File: config.mk
export PLATFORM = sky130hd
export DESIGN_NAME = lz78c_top_ctrl
export DESIGN_NICKNAME = d
export VERILOG_FILES = /design/src/design/lz78c_pkg.sv /design/src/design/lz78c_top_ctrl.sv
export SDC_FILE = /design/constraint.sdc
export NUM_CORES = 1
export LEC_CHECK = 0
export BUFFER_PORTS_ARGS = -buffer_cell sky130_fd_sc_hd__buf_2
export CAP_MARGIN = 20
export CORE_ASPECT_RATIO = 0.8
export CORE_MARGIN = 10
export CORE_UTILIZATION = 52
export CTS_BUF_LIST = sky130_fd_sc_hd__clkbuf_4 sky130_fd_sc_hd__clkbuf_8
export DETAILED_ROUTE_END_ITERATION = 12
export PLACE_DENSITY = 0.81
export RECOVER_POWER = 100
export SYNTH_ARGS = -nofsm -noshare
export SYNTH_HDL_FRONTEND = slang
export SYNTH_SLANG_ARGS = --single-unit
File: constraint.sdc
create_clock -name clk -period 2.76 [get_ports clk]
set_input_delay 0.138 -clock clk [delete_from_list [all_inputs] [get_ports clk]]
set_output_delay 0.138 -clock clk [all_outputs]
set_load 0.02 [all_outputs]
File: src/design/lz78c_pkg.sv
// lz78c_pkg: shared types and constants for the lz78 byte compressor
// no dependencies; used by every module of the block

package lz78c_pkg;

    localparam int INDEX_BITS = 8;
    localparam int DICT_SIZE  = (1 << INDEX_BITS) - 1;
    localparam int SYM_W      = 8;
    localparam int FIELD_W    = 8;

    typedef logic [INDEX_BITS-1:0] index_t;
    typedef logic [SYM_W-1:0]      sym_t;

    typedef struct packed {
        sym_t symbol;
        logic last;
    } in_item_t;

    typedef struct packed {
        logic [FIELD_W-1:0] prefix_index;
        sym_t               new_symbol;
        logic               stream_end;
    } out_item_t;

    typedef struct packed {
        index_t parent;
        sym_t   symbol;
    } entry_t;

    typedef struct packed {
        logic   hit;
        index_t pos;
    } match_t;

    typedef enum logic [2:0] {
        S_IDLE    = 3'b001,
        S_MATCH   = 3'b010,
        S_RESOLVE = 3'b100
    } state_t;

endpackage

File: src/design/lz78c_top_ctrl.sv
// lz78c_top_ctrl: item sequencer, prefix and entry count, output register
// depends on lz78c_pkg; drives the shift and key of the cell row

module lz78c_top_ctrl (
    input  logic                  clk,
    input  logic                  rst_n,
    input  logic                  sym_valid,
    output logic                  sym_ready,
    input  lz78c_pkg::in_item_t   sym_data,
    output logic                  pair_valid,
    input  logic                  pair_ready,
    output lz78c_pkg::out_item_t  pair_data,
    input  lz78c_pkg::match_t     match,
    output logic                  shift,
    output lz78c_pkg::index_t     count,
    output lz78c_pkg::entry_t     key,
    output lz78c_pkg::state_t     state,
    output logic                  finish
);

    lz78c_pkg::state_t    state_reg, state_next;
    lz78c_pkg::in_item_t  item_reg;
    lz78c_pkg::index_t    prefix_reg, prefix_next;
    lz78c_pkg::index_t    count_reg, count_next;
    lz78c_pkg::out_item_t out_reg;
    logic                 out_valid_reg, out_valid_next;
    logic                 emit;
    logic                 done;
    logic                 take;
    lz78c_pkg::index_t    hit_index;

    assign key       = '{parent: prefix_reg, symbol: item_reg.symbol};
    assign hit_index = count_reg - match.pos;
    assign emit      = !match.hit || item_reg.last;
    assign done      = (state_reg == lz78c_pkg::S_RESOLVE)
                       && (!emit || !out_valid_reg || pair_ready);
    assign sym_ready = (state_reg == lz78c_pkg::S_IDLE) || done;
    assign take      = sym_valid && sym_ready;
    assign shift     = done && !match.hit
                       && (count_reg != lz78c_pkg::INDEX_BITS'(lz78c_pkg::DICT_SIZE));

    always_comb
    begin
        state_next     = state_reg;
        prefix_next    = prefix_reg;
        count_next     = count_reg;
        out_valid_next = out_valid_reg && !pair_ready;
        unique case (state_reg)
            lz78c_pkg::S_IDLE:
            begin
                if (take)
                begin
                    state_next = lz78c_pkg::S_MATCH;
                end
            end
            lz78c_pkg::S_MATCH:
            begin
                state_next = lz78c_pkg::S_RESOLVE;
            end
            lz78c_pkg::S_RESOLVE:
            begin
                if (done)
                begin
                    state_next  = take ? lz78c_pkg::S_MATCH : lz78c_pkg::S_IDLE;
                    prefix_next = (match.hit && !item_reg.last) ? hit_index : '0;
                    if (item_reg.last)
                    begin
                        count_next = '0;
                    end
                    else if (shift)
                    begin
                        count_next = count_reg + 1'b1;
                    end
                    if (emit)
                    begin
                        out_valid_next = 1'b1;
                    end
                end
            end
            default:
            begin
                state_next = lz78c_pkg::S_IDLE;
            end
        endcase
    end

    always_ff @(posedge clk or negedge rst_n)
    begin
        if (!rst_n)
        begin
            state_reg     <= lz78c_pkg::S_IDLE;
            prefix_reg    <= '0;
            count_reg     <= '0;
            out_valid_reg <= 1'b0;
        end
        else
        begin
            state_reg     <= state_next;
            prefix_reg    <= prefix_next;
            count_reg     <= count_next;
            out_valid_reg <= out_valid_next;
        end
    end

    always_ff @(posedge clk)
    begin
        if (take)
        begin
            item_reg <= sym_data;
        end
        if (done && emit)
        begin
            out_reg.prefix_index <= lz78c_pkg::FIELD_W'(prefix_reg);
            out_reg.new_symbol   <= item_reg.symbol;
            out_reg.stream_end   <= item_reg.last;
        end
    end

    assign pair_valid = out_valid_reg;
    assign pair_data  = out_reg;
    assign count      = count_reg;
    assign state      = state_reg;
    assign finish     = done && item_reg.last;

endmodule

==> results.py, run 1 <==
metrics = {
    "status": {
        "status": "completed",
    },
    "floorplan": {
        "die_area_mm2": 0.007373,
        "initial_utilization_pct": 53.85,
        "coreArea_mm2": 0.004178,
        "num_io_pins": 70,
        "dieHeight_um": 78.83,
        "num_rows": 21,
        "die_width_um": 93.54,
    },
    "synth": {
        "ys_seq_area_share_pct": 57.01,
        "synth-xor-area-share_pct": 1.168,
        "synth_compound_area_share_pct": 17.07,
        "ys_types": 48,
        "synth_top_area_share_pct": 34.71,
        "yosys_warnings": 0,
        "syn_area_per_cell_um2": 12.36,
        "async_flop_share_pct": 43.48,
        "synth_most_common_cell": "edfxtp_1",
        "synthTopCellsByCount": "edfxtp_1 (26), dfrtp_1 (19), inv_1 (14)",
        "synth_top_family_by_area": "compound AO/OA/AOI/OAI gates",
        "synth-edff-count": 26,
        "syn_inst": 182,
        "synth-main-ff-cell": "edfxtp_1",
        "synth_area_leaders": "edfxtp_1 (35%), dfrtp_1 (21%), ha_1 (4.4%)",
        "ys_ff_latch": 46,
        "synthMuxAreaShare_pct": 0,
        "syn_area_mm2": 0.002250,
        "synth_simple_gate_area_share_pct": 13.90,
        "synth_nets": 213,
        "synth_top_cell_by_area": "edfxtp_1",
        "synth_fa_ha_area_share_pct": 5.339,
    },
    "grt": {
        "grt_max_degree": 24,
        "grt_pass1_vias": 1669,
        "grt-ovfl-total": 0,
        "gr-usage-all-layers_pct": 13.19,
        "grt_pass1_wl_mm": 7.955,
        "antenna_found_initial": 0,
    },
    "final_layout": {
        "drive_above_1_share_pct": 14.23,
        "area_delta_synth_final_pct": 18.08,
        "insertedDiodeCount": 0,
        "largest_register_ffs": 17,
        "final_area_mm2": 0.002656,
        "nets": 283,
        "finish.utilization_pct": 63.58,
        "fin_cells": 310,
    },
    "route": {
        "wl_mm": 5.044,
        "drc": 0,
        "avgRoutedWirePerCell_um": 16.27,
        "final_antenna_net_count": 0,
        "viasPerCell": 5.406,
        "drtIter0Drc": 73,
        "drt_pass1_iterations": 4,
        "dr_total_vias": 1676,
    },
    "setup_path": {
        "crit_family": "buffers and inverters",
        "worstRegToRegCells": 8,
        "cp-end-kind": "output port",
        "slowest_stage": "nand2b_1",
        "crit_chain": "clkbuf_1 -> nand2b_1 -> a21oi_4 -> and2_0 -> clkbuf_1",
        "startpoint_type": "register",
        "crit_fanout": 23,
        "worstSetupPathType": "register to output port",
        "cp_num_buf_inv": 2,
        "timing.critical_path.mode_cell": "clkbuf_1",
        "r2r-start": "count[0]",
        "cp.arrival_ns": 2.29,
        "crit_required_ns": 2.62,
        "rr_endpoint": "prefix_reg[6]",
        "r2r_slack_ns": 0.38,
        "path_depth": 5,
        "max_stage_delay_ns": 0.41,
    },
    "cts": {
        "cts-buffers-inserted": 5,
        "root_buffer": "clkbuf_8",
        "h-tree-depth": 2,
        "clkSlewWorstSetupHoldPaths_ns": 0.08,
        "cts_tree": "yes",
        "clk_path_buf_depth": 2,
        "cts_resized": 0,
        "ctsHoldBuffers": 2,
        "cts.sinks": 46,
        "clkLatencyLatePin_ns": 0.30,
        "post-cts-setup-buffers": 0,
    },
    "place": {
        "dpl.hpwl_mm": 3.827,
        "post-place-cells": 299,
        "dp_slack_ns": 0.4481,
        "placed_area_mm2": 0.002610,
        "port_buffers": 69,
        "gp_congestion": 0.8272,
    },
    "sta": {
        "fin_crit_ns": 2.426,
        "fin_skew_ns": 0.008732,
        "tns_ns": 0,
        "drv_slew": 0,
        "worstMarginPinSlew_ns": 1.260,
        "rsz0062_at_grt": "no",
        "hold_slack_ns": 0.009610,
        "finalSetupViolCount": 0,
        "hold_viol": 0,
        "fmax_mhz": 412.2,
        "slew_headroom_pct": 15.41,
        "fin_crit_sh_pct": 87.90,
        "layout_setup_ws_ns": 0.3341,
    },
    "worst_hold_path": {
        "holdPathStages": 1,
        "min_path_type": "input port to register",
        "min_from": "sym_data[3]",
        "hold_end": "key[2]",
    },
    "pwr": {
        "power_per_cell_area_mw_per_mm2": 844.0,
        "power.switching_mw": 0.8816,
        "p_clk_share_pct": 18.8,
        "ir_drop_uv": 364.5,
        "pwr-share-seq_pct": 46.5,
        "leakage_nw": 1.037,
        "fin_total_pwr_mw": 2.242,
        "p_int_mw": 1.360,
        "switching_share_pct": 39.32,
        "power_frac_comb_pct": 34.7,
    },
    "flow_run": {
        "maxCapViolations": 0,
    },
}
how the worst max path moves through the flow:
stage	startpoint	endpoint	slack, ns
floorplan	state[1]	pair_data[0]	0.45
global placement	count[0]	prefix_reg[6]	0.50
detailed placement	count[0]	prefix_reg[6]	0.45
CTS	count[0]	prefix_reg[6]	0.43
global route	item_reg[0]	shift	0.20
finish	item_reg[0]	shift	0.33
area by class of cell:
class | count | area (um^2)
Tap cell | 57 | 71.32
Sequential cell | 46 | 1282
Clock inverter | 3 | 25.02
Inverter | 14 | 52.55
Fill cell | 369 | 1521
Clock buffer | 5 | 68.82
Timing Repair Buffer | 74 | 322.8
Multi-Input combinational cell | 111 | 833.3
routing by layer:
| metal | track usage, % | share of wire [%] | up-vias |
|---|---|---|---|
| met2 | 21.32 | 48 | 60 |
| met1 | 15.49 | 42 | 780 |
| met3 | 4.887 | 8.4 | 11 |
| met5 | 0 | 0 | - |
| li1 | - | - | 825 |
| met4 | 5.606 | 2.1 | 0 |
power by group through the flow:
stage / sequential [mW] / combinational, mW / clock (mW)
2_1_floorplan: 1.17 / 0.465 / 0
3_3_place_gp: 1.04 / 0.822 / 0
3_5_place_dp: 1.06 / 0.833 / 0
4_1_cts: 1.04 / 0.839 / 0.431
5_1_grt: 1.07 / 0.862 / 0.454
6_report: 1.04 / 0.777 / 0.422
cells in the final DEF, fill, tap and decap left out, types with 2 or more instances in the layout:
cell type and n:
nor2b_1 4, dfrtp_1 19, and2_0 3, nor3_1 5, edfxtp_1 26, clkbuf_1 50
dlygate4sd3_1 3, o2111ai_1 3, nand2_1 4, o211ai_1 3, inv_1 14, a21oi_1 7
a21o_1 2, a32o_1 3, a22o_1 5, o21a_1 2, a211o_1 2, buf_2 20
o31ai_1 3, nor2_1 7, clkbuf_8 5, and2_1 2, nor4_1 2, and3_1 2
nand4_1 2, or3_1 4, nand2b_1 5, o21ai_0 8, nor3b_1 2, ha_1 8
xnor2_1 2, nand4b_1 2
cells by family (layout without fill, tap and decap cells):
| family | count (synthesis) | after routing |
|---|---|---|
| and+or+nand+nor | 51 | 51 |
| xor gates and xnor gates | 3 | 3 |
| buffers and inverters | 25 | 96 |
| DFF | 46 | 46 |
| AOI/OAI and AO/OA | 48 | 48 |
| adders and majority gates | 9 | 9 |
worst reg2reg max path, cell delays in order, from the launching register on:
cell,delay (ns)
dfrtp_1,0.44
inv_1,0.08
ha_1,0.15
inv_1,0.05
fa_1,0.39
a21o_1,0.19
and4_2,0.24
or4_1,0.47
a32o_1,0.25
Power figures use the tool's default switching activity.
==> run 2: changes to the inputs <==
- GPL_TIMING_DRIVEN: default -> 0
==> run 2 against run 1 <==
Against the previous run:
- clock power down 5.0%
- die area unchanged
- via count up 2.2%
- count of clock-buffer cells in the layout up 1
- largest power group unchanged
- largest cell class unchanged
- total power about the same
- utilization up 0.42 points
- fmax down 1.2%
- sequential cell count unchanged
==> results.py, run 2 (synthesis results as in run 1) <==
metrics = {
    "floorplan": {
        "die_area_mm2": 0.007373,
        "num_rows": 21,
        "die_width_um": 93.54,
        "dieHeight_um": 78.83,
        "coreArea_mm2": 0.004178,
        "initial_utilization_pct": 53.85,
        "num_io_pins": 70,
    },
    "route": {
        "dr_total_vias": 1713,
        "drc": 0,
        "avgRoutedWirePerCell_um": 15.80,
        "viasPerCell": 5.387,
        "wl_mm": 5.023,
        "drt_pass1_iterations": 4,
        "drtIter0Drc": 88,
        "final_antenna_net_count": 0,
    },
    "cts": {
        "root_buffer": "clkbuf_8",
        "ctsHoldBuffers": 1,
        "cts_tree": "yes",
        "cts.sinks": 46,
        "clkLatencyLatePin_ns": 0.29,
        "clk_path_buf_depth": 2,
        "clkSlewWorstSetupHoldPaths_ns": 0.08,
        "post-cts-setup-buffers": 0,
        "cts_resized": 0,
        "h-tree-depth": 2,
        "cts-buffers-inserted": 5,
    },
    "sta": {
        "hold_slack_ns": 0.02051,
        "fin_crit_sh_pct": 88.95,
        "tns_ns": 0,
        "fin_crit_ns": 2.455,
        "rsz0062_at_grt": "no",
        "finalSetupViolCount": 0,
        "drv_slew": 0,
        "worstMarginPinSlew_ns": 1.114,
        "fmax_mhz": 407.3,
        "fin_skew_ns": 0.004606,
        "hold_viol": 0,
        "slew_headroom_pct": 25.73,
    },
    "setup_path": {
        "cp_num_buf_inv": 1,
        "worstSetupPathType": "register to output port",
        "crit_family": "compound AO/OA/AOI/OAI gates",
        "startpoint_type": "register",
        "slowest_stage": "a41oi_1",
        "crit_fanout": 8,
        "worstRegToRegCells": 8,
        "crit_chain": "ha_1 -> and3_1 -> a41oi_1 -> and2_0 -> buf_2",
        "max_stage_delay_ns": 0.60,
        "path_depth": 5,
        "crit_required_ns": 2.62,
        "cp-end-kind": "output port",
        "cp.arrival_ns": 2.32,
    },
    "pwr": {
        "ir_drop_uv": 508.0,
        "power_per_cell_area_mw_per_mm2": 838.2,
        "leakage_nw": 1.080,
    },
    "final_layout": {
        "finish.utilization_pct": 64.00,
        "largest_register_ffs": 17,
        "mostFrequentLayoutCells": "clkbuf_1 (50), edfxtp_1 (26), buf_2 (22)",
        "layout_commonest_cell": "clkbuf_1",
        "nets": 291,
        "area_delta_synth_final_pct": 18.85,
        "insertedDiodeCount": 0,
        "drive_above_1_share_pct": 16.09,
    },
    "grt": {
        "grt_pass1_vias": 1697,
        "grt_pass1_wl_mm": 7.990,
        "antenna_found_initial": 0,
        "grt-ovfl-total": 0,
        "gr-usage-all-layers_pct": 13.44,
        "grt_max_degree": 21,
    },
    "place": {
        "port_buffers": 69,
        "dpl.hpwl_mm": 3.946,
        "gp_congestion": 0.8752,
    },
    "status": {
        "status": "completed",
    },
    "worst_hold_path": {
        "min_path_type": "input port to register",
        "holdPathStages": 1,
    },
    "flow_run": {
        "maxCapViolations": 0,
    },
}
-- run 2: cell types whose count changed in the layout (fill, tap and decap cells not counted), sizes merged --
cell | before | now
buf | 20 | 31
clkinv | 1 | 2
clkinvlp | 1 | 0
dlygate4sd3 | 3 | 1
inv | 15 | 14
-- run 2: stage by stage --
stage          instances  power, mW  setup WS [ns]  instance area (um^2)
2_1_floorplan        182      1.631         0.4533                  2250
3_3_place_gp         308      1.891        0.02718                  2666
3_5_place_dp         309      1.921         0.4283                  2678
4_1_cts              318      2.322         0.4226                  2778
5_1_grt              318      2.393         0.1929                  2674
6_report             318      2.241         0.3050                  2674
-- run 2: final cells by class --
class                           instances  area [um^2]
Fill cell                             361         1504
Sequential cell                        46         1282
Multi-Input combinational cell        111        798.3
Timing Repair Buffer                   71        307.8
Clock buffer                            6        76.32
Buffer                                 11        71.32
Tap cell                               57        71.32
Inverter                               14        52.55
Clock inverter                          2        13.76
-- run 2: routing by layer --
| layer | up-vias | track usage (%) | routed length, um |
|---|---|---|---|
| li1 | 844 | - | - |
| met1 | 801 | 15.02 | 1993 |
| met2 | 64 | 23.75 | 2542 |
| met3 | 4 | 4.793 | 458 |
| met4 | 0 | 3.636 | 29 |
| met5 | - | 0 | 0 |
-- run 2: worst register-to-register path, delay by kind of cell, from the launching register on --
kind,cells,cell delay [ns]
AND/OR/NAND/NOR,2,0.71
AO/OA/AOI/OAI,2,0.45
adder cells (fa/ha/maj),2,0.55
flip-flops,1,0.44
buffers and inverters,2,0.13
-- run 2: path summary, 6_finish.rpt --
kind / startpoint / endpoint / slack [ns]
worst max-delay path: count[1] / shift / 0.30
worst min-delay path: sym_data[5] / key[4] / 0.02
worst max register to register: count[0] / prefix_reg[6] / 0.39
worst min register to register: key[2] / pair_data[3] / 0.45
max in group asynchronous: rst_n / count[4] / 1.51
min in group asynchronous: rst_n / prefix_reg[0] / 0.58
-- run 2: power by group --
part	internal, mW	switching, mW
Combinational	0.290	0.509
Sequential	0.907	0.134
Clock	0.188	0.213
==> run 3: changes to the inputs <==
- ABC_AREA: default -> 1
==> run 3 against run 2 <==
Against the previous run:
- register-to-register slack improved by 0.17 ns
- die area rose by 2.6%
- worst setup slack improved by 0.20 ns
- utilization rose by 1.0 points
- combinational power fell by 22%
- design area rose by 3.6%
- final cell count rose by 23%
- synthesized cell count rose by 39%
- fmax rose by 8.8%
- via count rose by 7.7%
- critical path type unchanged
- largest cell class unchanged
==> results.py, run 3 <==
metrics = {
    "sta": {
        "fin_crit_sh_pct": 81.73,
        "slew_headroom_pct": 24.91,
        "drv_slew": 0,
        "worstMarginPinSlew_ns": 1.126,
        "tns_ns": 0,
        "finalSetupViolCount": 0,
        "fmax_mhz": 443.3,
        "fin_crit_ns": 2.256,
        "hold_viol": 0,
        "rsz0062_at_grt": "no",
        "fin_skew_ns": 0.005014,
    },
    "setup_path": {
        "cp-end-kind": "output port",
        "cp-endpoint": "finish",
        "crit_fanout": 10,
        "startpoint_type": "register",
        "max_stage_delay_ns": 0.40,
        "crit_family": "simple AND/OR/NAND/NOR gates",
        "slowest_stage": "edfxtp_1",
        "cp-startpoint": "item_reg[0]",
        "crit_required_ns": 2.62,
        "cp.arrival_ns": 2.12,
        "worstRegToRegCells": 8,
        "crit_chain": "clkbuf_1 -> nor2_1 -> nor2_4 -> nor2_1 -> nand2_1 -> inv_1 -> buf_2",
        "r2r-start": "item_reg[0]",
        "path_depth": 7,
        "rr_endpoint": "pair_data[5]",
        "cp_num_buf_inv": 3,
        "r2r_slack_ns": 0.56,
        "timing.critical_path.mode_cell": "nor2_1",
        "worstSetupPathType": "register to output port",
    },
    "synth": {
        "synth_top_area_share_pct": 33.55,
        "synth_compound_area_share_pct": 3.065,
        "syn_inst": 253,
        "async_flop_share_pct": 43.48,
        "synth_top_family_by_area": "simple AND/OR/NAND/NOR gates",
        "synth_most_common_cell": "nand2_1",
        "synth_top_cell_by_area": "edfxtp_1",
        "synth_nets": 284,
        "synth-edff-count": 26,
        "synth-xor-area-share_pct": 1.129,
        "synth-main-ff-cell": "edfxtp_1",
        "ys_seq_area_share_pct": 55.11,
        "yosys_warnings": 0,
        "synth_simple_gate_area_share_pct": 25.65,
        "synthTopCellsByCount": "nand2_1 (81), inv_1 (38), edfxtp_1 (26)",
        "ys_types": 29,
        "ys_ff_latch": 46,
        "synth_area_leaders": "edfxtp_1 (34%), dfrtp_1 (20%), nand2_1 (13%)",
        "synthMuxAreaShare_pct": 0,
        "syn_area_mm2": 0.002327,
        "synth_fa_ha_area_share_pct": 5.161,
        "syn_area_per_cell_um2": 9.199,
    },
    "floorplan": {
        "num_io_pins": 70,
        "die_area_mm2": 0.007568,
        "initial_utilization_pct": 54.67,
        "die_width_um": 94.80,
        "dieHeight_um": 79.84,
        "coreArea_mm2": 0.004257,
        "num_rows": 21,
    },
    "cts": {
        "cts_resized": 0,
        "h-tree-depth": 2,
        "clk_path_buf_depth": 2,
        "clkLatencyLatePin_ns": 0.30,
        "post-cts-setup-buffers": 0,
        "cts_tree": "yes",
        "cts.sinks": 46,
        "root_buffer": "clkbuf_8",
        "cts-buffers-inserted": 5,
        "clkSlewWorstSetupHoldPaths_ns": 0.08,
    },
    "place": {
        "port_buffers": 69,
        "gp_congestion": 0.8735,
        "placed_area_mm2": 0.002755,
        "dpl.hpwl_mm": 4.173,
    },
    "grt": {
        "grt_pass1_vias": 1743,
        "grt-ovfl-total": 0,
        "grt_pass1_wl_mm": 8.376,
        "gr-usage-all-layers_pct": 13.90,
        "antenna_found_initial": 0,
        "grt_max_degree": 21,
    },
    "worst_hold_path": {
        "min_path_type": "input port to register",
    },
    "final_layout": {
        "layout_commonest_cell": "nand2_1",
        "insertedDiodeCount": 0,
        "fillers": 392,
        "area_delta_synth_final_pct": 18.98,
        "final_area_mm2": 0.002769,
        "nets": 364,
        "mostFrequentLayoutCells": "nand2_1 (83), clkbuf_1 (49), inv_1 (39)",
        "drive_above_1_share_pct": 13.77,
        "largest_register_ffs": 17,
    },
    "flow_run": {
        "maxCapViolations": 0,
    },
    "route": {
        "drt_pass1_iterations": 4,
        "dr_total_vias": 1845,
        "final_antenna_net_count": 0,
        "drtIter0Drc": 103,
        "wl_mm": 5.194,
        "avgRoutedWirePerCell_um": 13.28,
        "viasPerCell": 4.719,
        "drc": 0,
    },
    "pwr": {
        "power_per_cell_area_mw_per_mm2": 729.1,
        "fin_total_pwr_mw": 2.019,
        "leakage_nw": 1.371,
        "ir_drop_uv": 397.5,
    },
    "status": {
        "status": "completed",
    },
}
-- run 3: changes by cell type in the layout (fill, tap and decap cells not counted), sizes merged, moves of 4 or more --
cell and delta:
o21ai -5, or3 -4, nor2b -4, nor2 +14, nor3 -4, nand3 +22
a22o -4, nand2 +79, nand2b -5, and2 -4, inv +27
-- run 3: report_power, final --
group          internal (mW)  leakage [nW]  switching, mW
Sequential             0.888         0.509          0.103
Combinational          0.196         0.813          0.428
Clock                  0.188        0.0486          0.215
Total                   1.27          1.37          0.746
-- run 3: cell type report --
type	instances	area, um^2	area share, %
multi-input cells	156	775.7	28.02
repair buffers	73	326.6	11.79
plain buffers	10	68.82	2.485
clock inverters	2	13.76	0.4971
flip-flops and latches	46	1282	46.32
well taps	57	71.32	2.576
inverters	41	153.9	5.558
clock buffers	6	76.32	2.756
-- run 3: kinds of logic after synthesis --
family | Yosys count
adder cells (fa/ha/maj) | 9
buffers and inverters | 51
AO/OA/AOI/OAI | 13
flip-flops | 46
XOR/XNOR | 3
AND/OR/NAND/NOR | 131
-- run 3: metal layers --
| metal | global-route usage, % | vias up | part of all wire (%) |
|---|---|---|---|
| met4 | 5.075 | 0 | 1.7 |
| met1 | 15.98 | 828 | 41 |
| met3 | 4.699 | 9 | 7.5 |
| li1 | - | 950 | - |
| met2 | 23.49 | 58 | 50 |
| met5 | 0 | - | 0 |
-- run 3: worst register-to-register path: stages, from the launching register on --
cell      delay [ns]
edfxtp_1        0.40
clkbuf_1        0.23
inv_1           0.16
nand2_1         0.11
nand2_1         0.08
nand2_1         0.06
buf_2           0.19
nor2_1          0.44
buf_6           0.24
-- run 3: how the worst min path moves through the flow --
stage / from / to / slack (ns) / cells after the start
after floorplan: rst_n / count[0] / -0.16 / 0
after global placement: rst_n / state[1] / 0.11 / 1
after detailed placement: rst_n / state[1] / 0.12 / 1
after CTS: sym_data[1] / key[0] / 0.001 / 1
after global routing: sym_data[4] / key[3] / 0.0004 / 1
final: sym_data[4] / key[3] / 0.01 / 1
-- run 3: metrics by stage --
stage	utilization (%)	hold slack [ns]	worst slack, ns	std cells
final	65.05	0.01056	0.5044	391
after global routing	65.05	0.0004265	0.2926	391
after CTS	67.08	0.001400	0.6937	389
after detailed placement	64.73	0.1212	0.7135	380
after global placement	64.46	0.1103	0.3005	379
after floorplan	-	-0.1576	0.6653	253
-- run 3: repair_timing --
| item | 4_1_cts | 5_1_grt |
|---|---|---|
| endpoints found under the hold margin | 19 | 2 |
| endpoints found under the setup margin | 0 | 0 |
| hold buffers | 1 | 2 |
